$ cat src/design/jpsnp_pkg.sv
`timescale 1ns / 1ps
// ----------------------------------------------------------------------------
// jpsnp_pkg
// Shared types, constants and helpers for the jump point neighbor pruner.
// ----------------------------------------------------------------------------
package jpsnp_pkg;

  // Grid geometry and derived sizes.
  localparam int GRID_WIDTH  = 64;
  localparam int GRID_HEIGHT = 64;
  localparam int CELL_COUNT  = GRID_WIDTH * GRID_HEIGHT;
  localparam int ADDR_W      = $clog2(CELL_COUNT);

  // Probe cells read per prune request and candidate neighbors per request.
  localparam int NUM_PROBES = 4;
  localparam int PIDX_W     = $clog2(NUM_PROBES);
  localparam int NUM_CANDS  = 5;

  // Command queue between the front and the back.
  localparam int QDEPTH = 2;
  localparam int QPTR_W = (QDEPTH > 1) ? $clog2(QDEPTH) : 1;
  localparam int QCNT_W = $clog2(QDEPTH + 1);

  // Request codes.
  typedef enum logic {
    REQ_WRITE = 1'b0,
    REQ_PRUNE = 1'b1
  } jpsnp_req_t;

  typedef logic signed [7:0] jpsnp_coord_t;

  typedef struct packed {
    jpsnp_coord_t x;
    jpsnp_coord_t y;
  } jpsnp_point_t;

  // Input request as it arrives on the ports.
  typedef struct packed {
    jpsnp_req_t  req_type;
    logic [5:0]  node_x;
    logic [5:0]  node_y;
    logic [5:0]  parent_x;
    logic [5:0]  parent_y;
    logic        cell_walkable;
  } jpsnp_in_t;

  // One result.
  typedef struct packed {
    jpsnp_coord_t nbr_x;
    jpsnp_coord_t nbr_y;
    logic         nbr_valid;
    logic         last;
  } jpsnp_out_t;

  // Classified command held in the queue.
  typedef struct packed {
    logic                                is_prune;
    logic                                diag;
    logic                                wr_data;
    logic [NUM_PROBES-1:0]               probe_inb;
    logic [NUM_PROBES-1:0][ADDR_W-1:0]   probe_addr;
    jpsnp_point_t [NUM_CANDS-1:0]        cand;
  } jpsnp_cmd_t;

  typedef struct packed {
    logic full;
    logic empty;
  } jpsnp_q_stat_t;

  typedef struct packed {
    logic clearing;
    logic pop;
  } jpsnp_back_stat_t;

  // Build a point from two coordinates.
  function automatic jpsnp_point_t mk_point(jpsnp_coord_t x, jpsnp_coord_t y);
    jpsnp_point_t p;
    p.x = x;
    p.y = y;
    return p;
  endfunction

  // True when the point lies inside the grid.
  function automatic logic in_grid(jpsnp_point_t p);
    int px;
    int py;
    px = int'($signed(p.x));
    py = int'($signed(p.y));
    return (px >= 0) && (py >= 0) && (px < GRID_WIDTH) && (py < GRID_HEIGHT);
  endfunction

  // Linear bitmap address of an in-grid point.
  function automatic logic [ADDR_W-1:0] cell_addr(jpsnp_point_t p);
    int lin;
    lin = int'($signed(p.y)) * GRID_WIDTH + int'($signed(p.x));
    return ADDR_W'(lin);
  endfunction

  // Sign of (a - b) as -1, 0 or +1.
  function automatic jpsnp_coord_t sign_step(logic [5:0] a, logic [5:0] b);
    jpsnp_coord_t s;
    if (a > b) begin
      s = 8'sd1;
    end else if (a < b) begin
      s = -8'sd1;
    end else begin
      s = 8'sd0;
    end
    return s;
  endfunction

endpackage

$ cat src/design/jpsnp_queue.sv
`timescale 1ns / 1ps
// ----------------------------------------------------------------------------
// jpsnp_queue
// Short command queue between the front and the back end.
// ----------------------------------------------------------------------------
module jpsnp_queue import jpsnp_pkg::*; (
  input  logic          clk,
  input  logic          rst_n,
  input  logic          push,
  input  jpsnp_cmd_t    push_cmd,
  input  logic          pop,
  output jpsnp_cmd_t    head,
  output jpsnp_q_stat_t stat
);

  jpsnp_cmd_t        slot_r [QDEPTH];
  logic [QPTR_W-1:0] wr_ptr_r, wr_ptr_nxt;
  logic [QPTR_W-1:0] rd_ptr_r, rd_ptr_nxt;
  logic [QCNT_W-1:0] cnt_r, cnt_nxt;

  function automatic logic [QPTR_W-1:0] ptr_inc(logic [QPTR_W-1:0] p);
    logic [QPTR_W-1:0] n;
    if (p == QPTR_W'(QDEPTH - 1)) begin
      n = '0;
    end else begin
      n = p + QPTR_W'(1);
    end
    return n;
  endfunction

  assign stat.full  = (cnt_r == QCNT_W'(QDEPTH));
  assign stat.empty = (cnt_r == '0);
  assign head       = slot_r[rd_ptr_r];

  // Pointer and fill count update.
  always_comb begin
    wr_ptr_nxt = push ? ptr_inc(wr_ptr_r) : wr_ptr_r;
    rd_ptr_nxt = pop ? ptr_inc(rd_ptr_r) : rd_ptr_r;
    cnt_nxt    = cnt_r;
    if (push && !pop) begin
      cnt_nxt = cnt_r + QCNT_W'(1);
    end else if (pop && !push) begin
      cnt_nxt = cnt_r - QCNT_W'(1);
    end
  end

  always_ff @(posedge clk) begin
    if (!rst_n) begin
      wr_ptr_r <= '0;
      rd_ptr_r <= '0;
      cnt_r    <= '0;
    end else begin
      wr_ptr_r <= wr_ptr_nxt;
      rd_ptr_r <= rd_ptr_nxt;
      cnt_r    <= cnt_nxt;
    end
  end

  // Slot storage needs no reset.
  always_ff @(posedge clk) begin
    if (push) begin
      slot_r[wr_ptr_r] <= push_cmd;
    end
  end

endmodule

$ cat config.mk
export PLATFORM = sky130hd
export DESIGN_NAME = jpsnp_queue
export DESIGN_NICKNAME = d
export VERILOG_FILES = /design/src/design/jpsnp_pkg.sv /design/src/design/jpsnp_queue.sv
export SDC_FILE = /design/constraint.sdc
export NUM_CORES = 1
export LEC_CHECK = 0
export BUFFER_PORTS_ARGS = -buffer_cell sky130_fd_sc_hd__clkbuf_2
export CORE_MARGIN = 2
export CORE_UTILIZATION = 30
export CTS_CLUSTER_SIZE = 25
export DETAILED_ROUTE_END_ITERATION = 8
export HOLD_SLACK_MARGIN = 0.08
export SYNTH_ARGS = -nofsm -noshare
export SYNTH_HDL_FRONTEND = slang
export SYNTH_SLANG_ARGS = --single-unit
$ cat constraint.sdc
create_clock -name clk -period 7 [get_ports clk]
set_input_delay 0.7 -clock clk [delete_from_list [all_inputs] [get_ports clk]]
set_output_delay 0.7 -clock clk [all_outputs]
set_load 0.02 [all_outputs]
### Word-level counts from Yosys, hierarchy flattened

Memories as Yosys holds them, arrays and structs flattened. A register that Yosys moved wholly into a read port is not among the register bits.
Index checks and enable logic that the tools add are counted.

* flip-flop bits (word level): 4
* bits of input ports: 139
* output and inout port bits: 137
* logic and storage cells: 23
* memory bits (writable): 270
* memories kept: 1

Memories
* slot_r: depth 2, bits a word 135, rd ports 1, clocked after Yosys merged registers in 1, wr ports 1, line jpsnp_queue.sv:16 `jpsnp_cmd_t slot_r [QDEPTH];`

* add/sub/neg operators: 4
* reduce and logical (&&, ||, !) cells: 6
* multiplexer cells: 8
* eq/ne operators: 1

Operator list (count)
* $mux 1: 6
* $mux 2: 2
* $add 1x1->1 const B: 2
* $add 2x1->2 const B: 1
* $eq 2x2->1 const B: 1
* $logic_and 1x1->1: 2
* $logic_not 1->1: 2
* $logic_not 2->1: 1
* $reduce_bool 2->1: 1
* $sub 2x1->2 const B: 1

### Logic depth before layout (Yosys ltp)

Gate-level depths: netlist of the first run.

* depth in word-level cells: 4
* depth in mapped cells: 5
* gate-level depth less buffers: 5

### Worst setup path before layout of the first run

Ideal clock, no wire load.

* path kind: input to register
* from: in push
* to: mem slot_r[0][0] (netlist bit), enable pin
* library setup time: 0.647 ns
* path buffers: 0
* data required time: 6.353 ns
* stages: 1
* data arrival time: 6.578 ns
* slack: -0.225 ns
* path through: nor2b_1

* longest elaborated chain between the ends: 2

Ends and longest elaborated chain
* start, declared: line jpsnp_queue.sv:9 `input logic push,`
* $mux 1: line jpsnp_queue.sv:61 `if (push) begin`
* $mux 1 (not written as such): line jpsnp_queue.sv:62 `slot_r[wr_ptr_r] <= push_cmd;`
* end, declared: line jpsnp_queue.sv:16

Every way passes these cells.

==> impl_results.md, run 1 <==
* # diodes at 0
* Layout cell share with drive strength beyond 1 at 0.6034
* TNS Setup at 0 ps
* FF+latch count, synth at 275
* YS warnings at 0
* Die height at 188.0 um
* Critical path endpoint category: primary output
* Final Cycle Share at 0.4529
* Root Driver: clkbuf_16
* Final WS setup at 3830 ps
* R2r setup slk at 4450 ps
* Wirelength, routed at 19,380 um
* Synth area leaders: edfxtp_1 (80%), mux2_2 (9.4%), mux2_4 (7.4%)
* Via/cell ratio at 4.196
* DRC violations left at 0
* CP max FO at 69
* Post-synthesis cell count at 442
* GP Congestion at 0.6998
* Bufs on Longest Clock Path at 3
* Port-buffer cells at 275
* Ys async rst share at 0
* Seq pwr share at 0.497
* Power per cell area at 298.9 mW/mm2
* Leak at 4.961 nW
* Synth cell count leaders: edfxtp_1 (270), mux2_2 (85), mux2_4 (50), buf_2 (8), buf_6 (7)
* Antenna Nets Post-Route at 0
* GR Util All Layers at 0.1063
* Most frequent cell after synthesis: edfxtp_1
* Final slew viol count at 0
* Relative slew slack at 0.2916
* Core Rows at 67
* Switching share of total power at 0.2260
* Comb pwr share at 0.115
* Setup crit end: head[45]
* Largest net degree at the start of global routing at 74
* Setup Viol. Count Final at 0
* Core Util, Final at 0.3876
* Critical Path Source Type: register
* Clk pwr share at 0.388
* Register-to-Register Path Depth at 2
* RSZ-0062 raised after global routing: false
* Share of the synthesized area in the top cell type at 0.7986
* EDFF count, synth at 270
* Post-CTS setup buffers at 0
* Layout Skew at 15.12 ps
* Drt pass-1 iters at 4
* Die X at 188.0 um
* IO Count at 276
* VDD IR-drop max at 214.4 uV
* HP Class: in2reg
* Initial drt markers at 256
* Max Cap Violations at 0
* Post_cts resized at 0
* Htree depth at 1
* Final Critical Period at 3170 ps
* Final Hold Viols at 0
* Final net count at 878
* DP HPWL at 12,770 um
* Layout area overhead at 27.70%
* Worst Setup Path Type: reg2out
* Global-route wire length before repair at 29,150 um
* Cell taking the most area after synthesis: edfxtp_1
* Insertion delay to the later sink of the worst-skew pair at 550 ps
* Mapped cell area at 0.01015 mm2
* Initial core utilization at 0.3035
* Int Power at 3.000 mW
* CP arrival at 2470 ps
* Post-Place Setup Slack at 3930 ps
* Hold Buf Count CTS at 0
* Die ar. at 0.03533 mm2
* WL/cell at 16.06 um
* Clock Pin Slew Worst Setup and Hold Paths at 60 ps
* Core box area at 0.03345 mm2
* Library cells used by synthesis at 18
* Gr ovfl total at 0
* Sw Pwr at 875.9 uW
* Seq/Total Area, Yosys at 0.8085
* Syn nets at 582
* Worst-case hold slack at 332.6 ps
* Worst Max-Slew Pin Slew at 1063 ps
* Initial antenna violation count at 2
* Vias at 5,064
* Reg2reg start: wr_ptr_r
* Syn avg cell area at 22.97 um2
* Post-synth top flop: edfxtp_1
* Clk sinks at 275
* CTS buffer count at 29
* Fmax at 315.4 MHz
* CTS tree: built
* Status: finished, final reports clean
* Vias in the first global route at 5,262
* Critical path required time at 6300 ps
* Worst R2R End: slot_r[1][122]
## state kept, by name, indices dropped and copies added (netlist names), named ones only
name and cells:
wr_ptr_r 1, slot_r 270, rd_ptr_r 1, cnt_r 2
## how the worst min path moves through the flow
stage	startpoint	end	slack, ps	depth (start not counted)
floorplan	cnt_r[1]	cnt_r[1]	470	2
global placement	cnt_r[1]	cnt_r[1]	490	2
detailed placement	cnt_r[1]	cnt_r[1]	520	2
CTS	push_cmd[60]	slot_r[1][60]	300	1
global route	push_cmd[9]	slot_r[0][9]	300	1
finish	push_cmd[10]	slot_r[1][10]	330	1
## area by class of cell
type / count / area (um2)
fillers: 3094 / 20480
flip-flops and latches: 275 / 8212
multi-input cells: 151 / 1832
repair buffers: 280 / 1414
clock buffers: 39 / 803.3
well taps: 448 / 560.5
clock inverters: 13 / 140.1
inverters: 1 / 3.754
## routing by layer
layer  global-route usage  routed length (um)  up-vias
met5                    0                  27        -
met4              0.03998                 523        4
met3              0.04099                1787       38
met2               0.1707                8987      201
met1               0.1299                8054     2462
li1                     -                   -     2359
## worst max-delay path, cell delays in order, from the launching register on
cell and delay (ps):
dfxtp_4 490, buf_4 750, mux2_2 420, clkbuf_2 170
## kinds of logic (layout without fill, tap and decap cells)
logic type,Yosys count,after routing,synth area share
AOI/OAI and AO/OA,3,3,0.001972
and+or+nand+nor,9,9,0.005422
buffers and inverters,16,333,0.01208
xor gates and xnor gates,3,3,0.002589
DFF,275,275,0.8085
muxes,135,135,0.1682
adders and majority gates,1,1,0.001232
## cells in the final DEF (no fill, tap or decap), types with 2 or more instances in the layout
cell type,n
mux2_4,50
bufinv_16,3
clkbuf_16,29
clkbuf_8,4
xor2_1,2
clkinv_2,2
edfxtp_1,270
clkbuf_1,6
and2_1,3
mux2_2,85
dfxtp_1,4
clkinv_1,6
clkbuf_2,275
buf_4,5
## metrics by stage
stage          total power, mW  cell area, um2  cells
2_1_floorplan            2.261           10150    442
3_3_place_gp             2.412           12020   1155
3_5_place_dp             2.418           12020   1155
4_1_cts                  3.938           12960   1207
5_1_grt                  4.037           12960   1207
6_report                 3.876           12960   1207
## power groups by stage
stage	clock network, mW	registers [mW]	logic (mW)
floorplan	0	1.96	0.299
global placement	0	1.96	0.454
detailed placement	0	1.96	0.456
CTS	1.55	1.93	0.457
global route	1.62	1.93	0.478
finish	1.50	1.93	0.446
Power figures use the tool's default switching activity.
==> run 2, diff against run 1 <==
Clock period 7 ns to 2.8 ns, I/O delays scaled along.
==> impl_results.md, run 2 (synthesized netlist as in run 1, its figures left out) <==
* Htree depth at 1
* Status: finished, final reports clean
* IO Count at 276
* CP max stage delay at 580 ps
* Leak at 5.586 nW
* Cell Chain, Critical Path: buf_12 -> mux2_2 -> clkbuf_2
* Worst-case hold slack at 113.0 ps
* Layout cell share with drive strength beyond 1 at 0.5150
* Top Registers: slot_r: 270 flops, cnt_r: 2 flops
* GR Util All Layers at 0.1161
* Vias at 5,597
* CP max stage cell: dfxtp_4
* Fmax at 417.7 MHz
* Die height at 188.0 um
* CP max FO at 52
* Largest net degree at the start of global routing at 72
* Filler cell count at 2,974
* Via/cell ratio at 4.149
* Clk sinks at 275
* Wirelength, routed at 21,220 um
* Register-to-Register Path Depth at 2
* Die ar. at 0.03533 mm2
* HP Class: in2reg
* Worst Max-Slew Pin Slew at 456.4 ps
* Seq. cell area at 0.008212 mm2
* Core Rows at 67
* CTS buffer count at 31
* TNS Setup at 0 ps
* Global-route wire length before repair at 32,590 um
* Reg with most FFs: slot_r
* Final Cycle Share at 0.8550
* DP HPWL at 13,250 um
* Critical Path Source Type: register
* Clock Pin Slew Worst Setup and Hold Paths at 60 ps
* Post-CTS setup buffers at 0
* Final Critical Period at 2394 ps
* VDD IR-drop max at 588.3 uV
* Final net count at 1,020
* CP arrival at 2110 ps
* Drt pass-1 iters at 6
* Most frequent cells in the layout: clkbuf_2 (275), edfxtp_1 (270), dlygate4sd3_1 (137)
* # diodes at 0
* Initial drt markers at 182
* Core Util, Final at 0.4328
* Setup Viol. Count Final at 0
* CTS tree: built
* Die X at 188.0 um
* Initial antenna violation count at 0
* Bufs on Longest Clock Path at 3
* RSZ-0062 raised after global routing: false
* Hold Crit Depth at 3
* Most common cell after layout, fill and taps aside: clkbuf_2
* Port-buffer cells at 275
* Insertion delay to the later sink of the worst-skew pair at 550 ps
* Critical path endpoint category: primary output
* Max reg flops at 270
* Initial core utilization at 0.3035
* Layout Skew at 18.47 ps
* R2r setup slk at 1320 ps
* Vias in the first global route at 6,011
* Antenna Nets Post-Route at 0
* Relative slew slack at 0.6957
* Worst Setup Path Type: reg2out
* Footprint of the multi-input gates at 0.001832 mm2
* Gr ovfl total at 0
* Critical path required time at 2520 ps
* Power per cell area at 692.4 mW/mm2
* Final Hold Viols at 0
* GP Congestion at 0.6999
* Final slew viol count at 0
* Root Driver: clkbuf_16
* Max Cap Violations at 0
* DRC violations left at 0
* Layout area overhead at 42.59%
* Core box area at 0.03345 mm2
* WL/cell at 15.73 um
## run 2: power breakdown
group | total [mW] | switching [mW] | internal [mW]
clock | 3.91 | 1.52 | 2.38
sequential | 4.83 | 0.0645 | 4.76
combinational | 1.29 | 0.682 | 0.609
total | 10.0 | 2.27 | 7.75
## run 2: worst paths after layout
| path | startpoint | to |
|---|---|---|
| setup reg to reg | wr_ptr_r | slot_r[1][117] |
| setup / recovery | register | head[117] |
| hold reg to reg | cnt_r[1] | cnt_r[1] |
| hold / removal | push | wr_ptr_r |
## run 2: through the flow
step	instance area [um2]	worst slack [ps]	total power, mW	std cells
floorplan	10160	39.30	5.640	442
global placement	12120	978.9	6.044	1158
detailed placement	12120	963.1	6.061	1158
global route	14480	308.9	10.42	1349
CTS	14480	355.4	10.18	1349
finish	14480	406.0	10.02	1349
## run 2: area by class of cell
class / count / area share
repair buffers: 420 / 0.1991
clock buffers: 39 / 0.05566
multi-input cells: 151 / 0.1265
well taps: 448 / 0.03872
flip-flops and latches: 275 / 0.5672
inverters: 1 / 0.0002593
clock inverters: 15 / 0.01245
## run 2: critical path: cells and delay by family, from the launching register on
kind                   cells  cell delay [ps]
flip-flops                 1              580
buffers and inverters      2              510
multiplexers               1              390
## run 2: routing by layer
metal,wire length [um],global-route usage,up-vias
met5,0,0,-
met4,592,0.03150,0
met3,1408,0.03481,42
met2,10480,0.2010,190
met1,8732,0.1409,2724
li1,-,-,2641
## run 2: timing repair
action,CTS,global route
gates resized for setup,0,0
endpoints found under the setup margin,0,0
endpoints found under the hold margin,275,0
hold buffers,137,0
