File: src/design/jpsnp_pkg.sv
`timescale 1ns / 1ps
// ----------------------------------------------------------------------------
// jpsnp_pkg
// Shared types, constants and helpers for the jump point neighbor pruner.
// ----------------------------------------------------------------------------
package jpsnp_pkg;

  // Grid geometry and derived sizes.
  localparam int GRID_WIDTH  = 64;
  localparam int GRID_HEIGHT = 64;
  localparam int CELL_COUNT  = GRID_WIDTH * GRID_HEIGHT;
  localparam int ADDR_W      = $clog2(CELL_COUNT);

  // Probe cells read per prune request and candidate neighbors per request.
  localparam int NUM_PROBES = 4;
  localparam int PIDX_W     = $clog2(NUM_PROBES);
  localparam int NUM_CANDS  = 5;

  // Command queue between the front and the back.
  localparam int QDEPTH = 2;
  localparam int QPTR_W = (QDEPTH > 1) ? $clog2(QDEPTH) : 1;
  localparam int QCNT_W = $clog2(QDEPTH + 1);

  // Request codes.
  typedef enum logic {
    REQ_WRITE = 1'b0,
    REQ_PRUNE = 1'b1
  } jpsnp_req_t;

  typedef logic signed [7:0] jpsnp_coord_t;

  typedef struct packed {
    jpsnp_coord_t x;
    jpsnp_coord_t y;
  } jpsnp_point_t;

  // Input request as it arrives on the ports.
  typedef struct packed {
    jpsnp_req_t  req_type;
    logic [5:0]  node_x;
    logic [5:0]  node_y;
    logic [5:0]  parent_x;
    logic [5:0]  parent_y;
    logic        cell_walkable;
  } jpsnp_in_t;

  // One result.
  typedef struct packed {
    jpsnp_coord_t nbr_x;
    jpsnp_coord_t nbr_y;
    logic         nbr_valid;
    logic         last;
  } jpsnp_out_t;

  // Classified command held in the queue.
  typedef struct packed {
    logic                                is_prune;
    logic                                diag;
    logic                                wr_data;
    logic [NUM_PROBES-1:0]               probe_inb;
    logic [NUM_PROBES-1:0][ADDR_W-1:0]   probe_addr;
    jpsnp_point_t [NUM_CANDS-1:0]        cand;
  } jpsnp_cmd_t;

  typedef struct packed {
    logic full;
    logic empty;
  } jpsnp_q_stat_t;

  typedef struct packed {
    logic clearing;
    logic pop;
  } jpsnp_back_stat_t;

  // Build a point from two coordinates.
  function automatic jpsnp_point_t mk_point(jpsnp_coord_t x, jpsnp_coord_t y);
    jpsnp_point_t p;
    p.x = x;
    p.y = y;
    return p;
  endfunction

  // True when the point lies inside the grid.
  function automatic logic in_grid(jpsnp_point_t p);
    int px;
    int py;
    px = int'($signed(p.x));
    py = int'($signed(p.y));
    return (px >= 0) && (py >= 0) && (px < GRID_WIDTH) && (py < GRID_HEIGHT);
  endfunction

  // Linear bitmap address of an in-grid point.
  function automatic logic [ADDR_W-1:0] cell_addr(jpsnp_point_t p);
    int lin;
    lin = int'($signed(p.y)) * GRID_WIDTH + int'($signed(p.x));
    return ADDR_W'(lin);
  endfunction

  // Sign of (a - b) as -1, 0 or +1.
  function automatic jpsnp_coord_t sign_step(logic [5:0] a, logic [5:0] b);
    jpsnp_coord_t s;
    if (a > b) begin
      s = 8'sd1;
    end else if (a < b) begin
      s = -8'sd1;
    end else begin
      s = 8'sd0;
    end
    return s;
  endfunction

endpackage

File: src/design/jpsnp_front.sv
`timescale 1ns / 1ps
// ----------------------------------------------------------------------------
// jpsnp_front
// Accepts requests, works out the direction and builds the probe cells and
// candidate neighbors that the back end needs.
// ----------------------------------------------------------------------------
module jpsnp_front import jpsnp_pkg::*; (
  input  logic       start,
  input  logic       can_accept,
  input  jpsnp_in_t  in_item,
  output logic       push,
  output jpsnp_cmd_t cmd
);

  assign push = start && can_accept;

  // Classify the request and lay out probes and candidates.
  always_comb begin
    jpsnp_coord_t x;
    jpsnp_coord_t y;
    jpsnp_coord_t dx;
    jpsnp_coord_t dy;
    jpsnp_point_t [NUM_PROBES-1:0] pr;
    x  = jpsnp_coord_t'({2'b00, in_item.node_x});
    y  = jpsnp_coord_t'({2'b00, in_item.node_y});
    dx = sign_step(in_item.node_x, in_item.parent_x);
    dy = sign_step(in_item.node_y, in_item.parent_y);

    cmd          = '0;
    cmd.is_prune = (in_item.req_type == REQ_PRUNE);
    cmd.wr_data  = in_item.cell_walkable;
    pr           = '0;

    if (in_item.req_type == REQ_WRITE) begin
      // A write targets the node cell itself.
      pr[0] = mk_point(x, y);
    end else if ((dx != 8'sd0) && (dy != 8'sd0)) begin
      // Diagonal move.
      cmd.diag    = 1'b1;
      pr[0]       = mk_point(x, y + dy);
      pr[1]       = mk_point(x + dx, y);
      pr[2]       = mk_point(x - dx, y);
      pr[3]       = mk_point(x, y - dy);
      cmd.cand[0] = mk_point(x, y + dy);
      cmd.cand[1] = mk_point(x + dx, y);
      cmd.cand[2] = mk_point(x + dx, y + dy);
      cmd.cand[3] = mk_point(x - dx, y + dy);
      cmd.cand[4] = mk_point(x + dx, y - dy);
    end else if (dx == 8'sd0) begin
      // Vertical move, also taken when node and parent coincide.
      pr[0]       = mk_point(x, y + dy);
      pr[1]       = mk_point(x + 8'sd1, y);
      pr[2]       = mk_point(x - 8'sd1, y);
      cmd.cand[0] = mk_point(x, y + dy);
      cmd.cand[1] = mk_point(x + 8'sd1, y + dy);
      cmd.cand[2] = mk_point(x - 8'sd1, y + dy);
    end else begin
      // Horizontal move.
      pr[0]       = mk_point(x + dx, y);
      pr[1]       = mk_point(x, y + 8'sd1);
      pr[2]       = mk_point(x, y - 8'sd1);
      cmd.cand[0] = mk_point(x + dx, y);
      cmd.cand[1] = mk_point(x + dx, y + 8'sd1);
      cmd.cand[2] = mk_point(x + dx, y - 8'sd1);
    end

    // Bounds flags and addresses; the fourth probe only counts on a diagonal.
    for (int i = 0; i < NUM_PROBES; i++) begin
      cmd.probe_inb[i]  = in_grid(pr[i]);
      cmd.probe_addr[i] = cell_addr(pr[i]);
    end
    if (cmd.is_prune && !cmd.diag) begin
      cmd.probe_inb[NUM_PROBES-1] = 1'b0;
    end
  end

endmodule

File: config.mk
export PLATFORM = sky130hd
export DESIGN_NAME = jpsnp_front
export DESIGN_NICKNAME = d
export VERILOG_FILES = /design/src/design/jpsnp_pkg.sv /design/src/design/jpsnp_front.sv
export SDC_FILE = /design/constraint.sdc
export NUM_CORES = 1
export LEC_CHECK = 0
export BUFFER_PORTS_ARGS = -buffer_cell sky130_fd_sc_hd__buf_4
export CAP_MARGIN = 5
export CORE_ASPECT_RATIO = 0.7
export CORE_MARGIN = 1
export CORE_UTILIZATION = 51
export DETAILED_ROUTE_END_ITERATION = 10
export GPL_TIMING_DRIVEN = 0
export PLACE_DENSITY_LB_ADDON = 0.08
export SYNTH_ARGS = -nofsm -noshare
export SYNTH_HDL_FRONTEND = slang
export SYNTH_SLANG_ARGS = --single-unit
File: constraint.sdc
create_clock -name vclk -period 7.8
set_input_delay 0.78 -clock vclk [all_inputs]
set_output_delay 0.78 -clock vclk [all_outputs]
set_load 0.005 [all_outputs]
==> Word-level counts from Yosys, hierarchy flattened <==
Cells that the tools add are included.
{ "op_classes": {"n_addsub": 12, "magnitude_cmp": 20, "mux": 16, "reduce_logical": 19} }
{ "ops": {"columns": ["op", "count"], "rows": [
  ["2-to-1 mux 48 bit", 4],
  ["2-to-1 mux 80 bit", 1],
  ["greater-or-equal comparator 8 x 1 -> 1 bit, second input constant", 8],
  ["< comparator 8 bit, second input constant", 8],
  ["adder 12 x 8 -> 12 bit", 4],
  ["2-to-1 mux 46 bit", 1],
  ["2-to-1 mux 32 bit", 1],
  ["2-to-1 mux 8 bit", 4],
  ["adder 7 x 8 -> 8 bit", 2],
  ["2-to-1 mux 16 bit", 1],
  ["nonzero test 8 bit", 2],
  ["subtractor 7 x 8 -> 8 bit", 2],
  ["logical AND 1 bit", 15],
  ["adder 6 x 1 -> 7 bit, second input constant", 2],
  ["2-to-1 mux 14 bit", 1],
  ["subtractor 6 x 1 -> 7 bit, second input constant", 2],
  ["> comparator 6 bit", 2],
  ["< comparator 6 bit", 2],
  ["zero test 8 bit", 1],
  ["2-to-1 mux 1 bit", 3],
  ["zero test 1 bit", 1]
]} }
{ "totals": {"reg_bits": 0, "input_bits": 28, "out_inout_bits": 136, "wordCells": 67} }

==> Depth between registers and ports, before layout <==
Gate-level depths: netlist of run 1.
{ "depth": {"depth_word": 12, "mapped_depth": 26, "ltp_nobuf": 23} }

==> Worst setup path after synthesis of run 1 <==
OpenSTA, ideal clock, no wires.
{ "synth_path": {"kind": "input to output", "start": "input port in_item[19] (netlist name)", "end": "output port cmd[103] (netlist name)", "t_arrival_ns": 5.264, "required_ns": 7.020, "slack_ns": 1.756, "path_stages": 20, "n_path_buf": 1, "cell_sequence": "clkbuf_1 > inv_1 > ha_1 > inv_1 > a21oi_1 > o21ai_1 > inv_1 > ha_1 > or2_2 > o221ai_1 > a21oi_1 > xor2_1 > nor2_1 > ha_1 > a21o_1 > a21oi_1 > o21bai_1 > a21oi_1 > xor2_1 > xnor2_1"} }
{ "synth_rtl": {"columns": ["element", "line_no", "text"], "rows": [
  ["from (decl)", "jpsnp_front.sv:10", "input jpsnp_in_t in_item,"],
  ["to (decl)", "jpsnp_front.sv:12", "output jpsnp_cmd_t cmd"]
]} }

==> impl_results.md, run 1 <==
- Status: complete, no violations
- Final core utilization: roughly 74%
- Largest net degree at the start of global routing: 14
- Wire per inst: around 18 um
- Residual DRC: 0
- First-pass GRT wire length: roughly 22 mm
- Reg power frac: 0%
- Synth Warn #: 0
- Post-DP Area: approximately 5100 um2
- Clock network power share: 0%
- Post-synthesis cell area: 3792 um2
- Largest cells by area after synthesis: ha_1 (20%), xnor2_1 (11%), nor2_1 (7.5%), a21oi_1 (6.5%), nand2_1 (6.3%)
- RSZ-0062 raised after global routing: false
- DIE HEIGHT: 74.15 um
- Hold_buf cts: 0
- Post-CTS Setup Bufs: 0
- Max Clk Rate: approximately 0.14 GHz
- GR Util All Layers: between 30% and 40%
- Design internal power: about 300 uW
- Final setup TNS: 0 ns
- Placer Congestion: between 0.9 and 1
- Critical Path RT: 7.02 ns
- Post-cts sizing count: 0
- Period Utilization, post-route: a little over nine tenths
- Class of the worst hold path: in -> out
- CP Launch Type: primary input
- Sequential area share after synthesis: 0%
- Design area: just over 5000 um2
- Sw Share: 52.55%
- Drt total wl: ~15 mm
- Switching power: about 330 uW
- ANT cells: 0
- Final worst setup slack: 0.4386 ns
- Final net count: 836
- Hold WS: around 1.7 ns
- Peak VDD IR: roughly 0.000096 V
- MaxCap Viol Count: 0
- CP Max Fanout: 11
- Register area: 0 um2
- Ratio of cells with drive above 1 in the final layout: between 20% and 30%
- Post-synth top area cell: ha_1
- TritonRoute pass-1 iters: 7
- Final Hold Fails: 0
- Antenna Nets Post-Route: 0
- Area Growth Syn to Fin: 35.66%
- Power Density: roughly 120 nW/um2
- Synth cell types: between 50 and 60
- Initial Utilization: between 50% and 60%
- Top Ports: around 160
- Crit path arrival time: roughly 6.6 ns
- Leakage Power: approximately 0.0027 uW
- Gate Count Post-Synth: approximately 580
- Via Count: ~4900
- Top-area cell type share of the netlist area: between 20% and 30%
- Slew HR: between 30% and 40%
- Via/cell ratio: roughly 5.9
- Vias in the first global route: 4267
- Initial antenna violation count: 0
- CLK BUF: 0
- Tmin final: about 7.4 ns
- Critical Path End Type: primary output
- Setup Viol. Count Final: 0
- Die outline area: 7790 um2
- Die width: 105.1 um
- DP Worst Slack: around 0.24 ns
- Slew Viols, Final: 0
- Core area: between 6000 and 7000 um2
- FP Rows: 25
- Grt ovf: 0
- Sequential cells: 0
- Port Buffers: between 150 and 200
- HPWL after detailed placement: around 12 mm
- Setup CP Type: in -> out
- Worst Max-Slew Pin Slew: about 1 ns
- Combinational Power Share: 100.0%
- Mapped Avg Cell Area: 6.595 um2
- Iteration-0 DRC Markers: 390
- Synthesized net count: roughly 670
power groups by stage:
stage / sequential (uW) / clock, uW / combinational, uW
global route: 0 / 0 / 679
finish: 0 / 0 / 632
global placement: 0 / 0 / 597
floorplan: 0 / 0 / 336
CTS: 0 / 0 / 617
detailed placement: 0 / 0 / 613
cells in the final DEF, fill, tap and decap left out, types with 3 or more instances in the layout:
master and instances:
o21bai_1 6, a21boi_0 6, nor2_1 76, nor2b_1 11, xor2_1 11, o211a_1 5
a21o_1 12, a21oi_1 49, clkbuf_1 22, ha_1 61, xnor2_1 45, and2_1 16
buf_2 8, buf_4 175, fa_1 7, o21a_1 8, a221oi_1 5, nor4_1 3
inv_1 39, nand2b_1 8, and3_1 3, nor3_1 6, nand3_1 9, o21ai_0 35
nand2_1 64
layer usage:
layer	up-vias	track usage, %	part of all wire (%)
met5	-	0	0
met4	0	5.321	1.2
met3	21	4.645	12
met2	363	59.60	44
met1	2276	51.75	43
li1	2270	-	-
cell type report:
| class | instances | area [um2] |
|---|---|---|
| Multi-Input combinational cell | 491 | 3433 |
| Inverter | 40 | 150.1 |
| Buffer | 44 | 220.2 |
| Tap cell | 94 | 117.6 |
| Fill cell | 568 | 1831 |
| Timing Repair Buffer | 163 | 1224 |
metrics by stage:
stage | std cells | power (uW)
floorplan | 575 | 336.5
finish | 832 | 632.2
CTS | 832 | 616.5
global placement | 832 | 597.4
detailed placement | 832 | 612.7
global route | 832 | 678.6
Yosys cell counts (5+ instances only):
cell type / count
a21boi_0: 6
a21o_1: 12
a21oi_1: 49
a221oi_1: 5
and2_1: 16
buf_2: 8
buf_4: 12
clkbuf_1: 22
fa_1: 7
ha_1: 61
inv_1: 39
nand2_1: 64
nand2b_1: 8
nand3_1: 9
nor2_1: 76
nor2b_1: 11
nor3_1: 6
o211a_1: 5
o21a_1: 8
o21ai_0: 35
o21bai_1: 6
xnor2_1: 46
xor2_1: 11
path summary, 6_finish.rpt:
| check | from | to | cells past startpoint | slack, ns |
|---|---|---|---|---|
| worst max-delay path | in_item[19] | cmd[103] | 25 | 0.44 |
| worst min-delay path | in_item[0] | cmd[132] | 2 | 1.73 |
worst max-delay path, cell delays in order:
cell and delay (ns):
buf_4 0.10, clkbuf_1 0.33, inv_1 0.25, ha_1 0.25, inv_1 0.06, a21oi_1 0.12
a211oi_4 0.43, inv_2 0.13, clkbuf_1 0.23, buf_1 0.31, ha_1 0.35, fa_1 0.42
a21o_1 0.17, a21oi_1 0.31, o21ai_0 0.23, xnor2_2 0.36, o21ai_0 0.29, ha_1 0.29
a21o_1 0.16, a21oi_1 0.22, o21bai_1 0.09, a21oi_1 0.22, xor2_1 0.20, xnor2_1 0.14
buf_4 0.13
cells by family (layout without fill, tap and decap cells):
group,Yosys count,after routing,synth area share [%]
muxes,3,3,0.8248
adders and majority gates,68,68,23.82
AOI/OAI and AO/OA,156,156,26.59
and+or+nand+nor,205,205,24.65
buffers and inverters,84,247,9.766
xor gates and xnor gates,59,59,14.35
No activity file was read; power rests on OpenSTA's default activity.
==> inputs of run 2 (changes only) <==
--- a/config.mk
+++ b/config.mk
@@ -5,12 +5,12 @@
 export SDC_FILE = /design/constraint.sdc
 export NUM_CORES = 1
 export LEC_CHECK = 0
-export BUFFER_PORTS_ARGS = -buffer_cell sky130_fd_sc_hd__buf_4
 export CAP_MARGIN = 5
 export CORE_ASPECT_RATIO = 0.7
 export CORE_MARGIN = 1
-export CORE_UTILIZATION = 51
+export CORE_UTILIZATION = 55
 export DETAILED_ROUTE_END_ITERATION = 10
+export DONT_BUFFER_PORTS = 1
 export GPL_TIMING_DRIVEN = 0
 export PLACE_DENSITY_LB_ADDON = 0.08
 export SYNTH_ARGS = -nofsm -noshare
==> run 2 against run 1 <==
  * Via count decreased by 16%
  * Final cell count decreased by 20%
  * Utilization decreased by 13 points
  * Clock-buffer cell count unchanged
  * Critical path depth shrank 5
  * Worst setup slack got worse by 0.039 ns
  * Worst hold slack worse by 0.11 ns
  * Combinational power fell by 29%
  * Non-clock buffer count decreased by 163
  * Die area decreased by 7.1%
  * Sequential share of layout area unchanged
  * Power down 29%
==> impl_results.md, run 2 (synthesis results as in run 1) <==
- Clock network power share: 0%
- First-pass GRT wire length: a little under 20 mm
- Peak VDD IR: 0.00006708 V
- Crit path arrival time: roughly 6.6 ns
- TritonRoute pass-1 iters: 7
- Slew Viols, Final: 0
- Tmin final: roughly 7.4 ns
- Setup Viol. Count Final: 0
- Slew HR: a little over an eighth
- Top Ports: 164
- Via/cell ratio: roughly 6.2
- Combinational Power Share: 100.0%
- CP Launch Type: primary input
- Largest net degree at the start of global routing: 14
- Max incr delay on CP: 1.02 ns
- CP Max Fanout: 13
- Vias in the first global route: between 3000 and 4000
- Final worst setup slack: between 0.3 and 0.4 ns
- Drt total wl: approximately 13 mm
- Iteration-0 DRC Markers: 386
- Initial antenna violation count: 0
- Fill cells: a little under 700
- FP Rows: 24
- Antenna Nets Post-Route: 0
- MaxCap Viol Count: 0
- Final Hold Fails: 0
- Hold_buf cts: 0
- DP Worst Slack: 0.5349 ns
- Initial Utilization: between 50 and 60%
- HPWL after detailed placement: roughly 11 mm
- Power Density: roughly 110 nW/um2
- Final net count: between 600 and 700
- Final setup TNS: 0 ns
- Ratio of cells with drive above 1 in the final layout: 5.391%
- Area Growth Syn to Fin: 3.002%
- GR Util All Layers: a little over a third
- Most common cell after layout, fill and taps aside: nor2_1
- Switching power: around 280 uW
- Setup CP Type: in -> out
- CLK BUF: 0
- Die outline area: about 7200 um2
- Design internal power: 162.3 uW
- Via Count: roughly 4200
- Critical Path RT: 7.02 ns
- Reg power frac: 0%
- Core area: 6426 um2
- Sequential cells: 0
- Grt ovf: 0
- Residual DRC: 0
- Worst Max-Slew Pin Slew: between 1 and 1.5 ns
- Hold path endpoint: cmd[32]
- CP max-delay cell: o21ai_1
- Commonest cells after routing, fill and taps aside: nor2_1 (76), nand2_1 (64), ha_1 (61), a21oi_1 (49), xnor2_1 (46)
- Worst-path cell chain: clkbuf_1 -> inv_1 -> ha_1 -> inv_1 -> a21oi_1 -> o21ai_1 -> inv_1 -> fa_1 -> a21o_1 -> a21oi_1 -> o21ai_0 -> xnor2_1 -> o21ai_0 -> ha_1 -> a21o_1 -> a21oi_1 -> o21bai_1 -> a21oi_1 -> xor2_1 -> xnor2_1
- Period Utilization, post-route: a little over nine tenths
- Leakage Power: between 0.0015 and 0.002 uW
- Critical path's most frequent cell: a21oi_1
- Wire per inst: roughly 20 um
- Class of the worst hold path: in -> out
- Post-CTS Setup Bufs: 0
- Sw Share: a little under two thirds
- Design Power: between 400 and 500 uW
- RSZ-0062 raised after global routing: false
- Hold Startpoint: in_item[13]
- Status: complete, no violations
- Footprint of the multi-input gates: about 3400 um2
- Critical Path End Type: primary output
- Register area: 0 um2
- Hold path cells: 1
- DIE HEIGHT: 71.48 um
- Die width: 101.3 um
- Placer Congestion: around 1
- Max Clk Rate: 0.1351 GHz
- Port Buffers: 0
- ANT cells: 0
- Post-cts sizing count: 0
- Final core utilization: around 61%
-- run 2: changes by cell type in the layout (fill, tap and decap cells not counted), sizes merged --
cell  before  now
buf      185   22
-- run 2: power by group through the flow --
stage / Clock, uW / Combinational [uW] / Sequential [uW]
2_1_floorplan: 0 / 336 / 0
3_3_place_gp: 0 / 428 / 0
3_5_place_dp: 0 / 435 / 0
4_1_cts: 0 / 437 / 0
5_1_grt: 0 / 487 / 0
6_report: 0 / 446 / 0
-- run 2: per-layer routing --
layer  up-vias  routed length, um  global-route usage [%]
met3        22               1623                   3.512
met2       279               5485                   52.99
met1      1900               5821                   53.37
li1       1959                  -                       -
met5         -                  0                       0
met4         0                188                   4.509
-- run 2: worst max-delay path, delay by kind of cell --
kind | cells | cell delay [ns]
AOI/OAI and AO/OA | 10 | 2.81
xor gates and xnor gates | 3 | 0.83
adders and majority gates | 3 | 1.10
buffers and inverters | 4 | 1.09
-- run 2: worst max path at each step --
stage	cells past startpoint	slack, ns	endpoint	start
after detailed placement	20	0.53	cmd[103]	in_item[19]
after global placement	20	0.63	cmd[103]	in_item[19]
after global routing	20	0.04	cmd[103]	in_item[19]
final	20	0.40	cmd[103]	in_item[19]
after CTS	20	0.51	cmd[103]	in_item[19]
after floorplan	20	1.76	cmd[103]	in_item[19]
-- run 2: stage by stage --
step | instances | instance area (um2) | hold slack [ns]
after CTS | 666 | 3906 | 1.616
after floorplan | 575 | 3792 | 1.611
after global placement | 666 | 3906 | 1.620
after global routing | 666 | 3906 | 1.618
final | 666 | 3906 | 1.617
after detailed placement | 666 | 3906 | 1.616
-- run 2: layout make-up --
cell class	instances	area share, %
inverters	40	3.844
multi-input cells	491	87.60
well taps	91	2.915
plain buffers	44	5.637
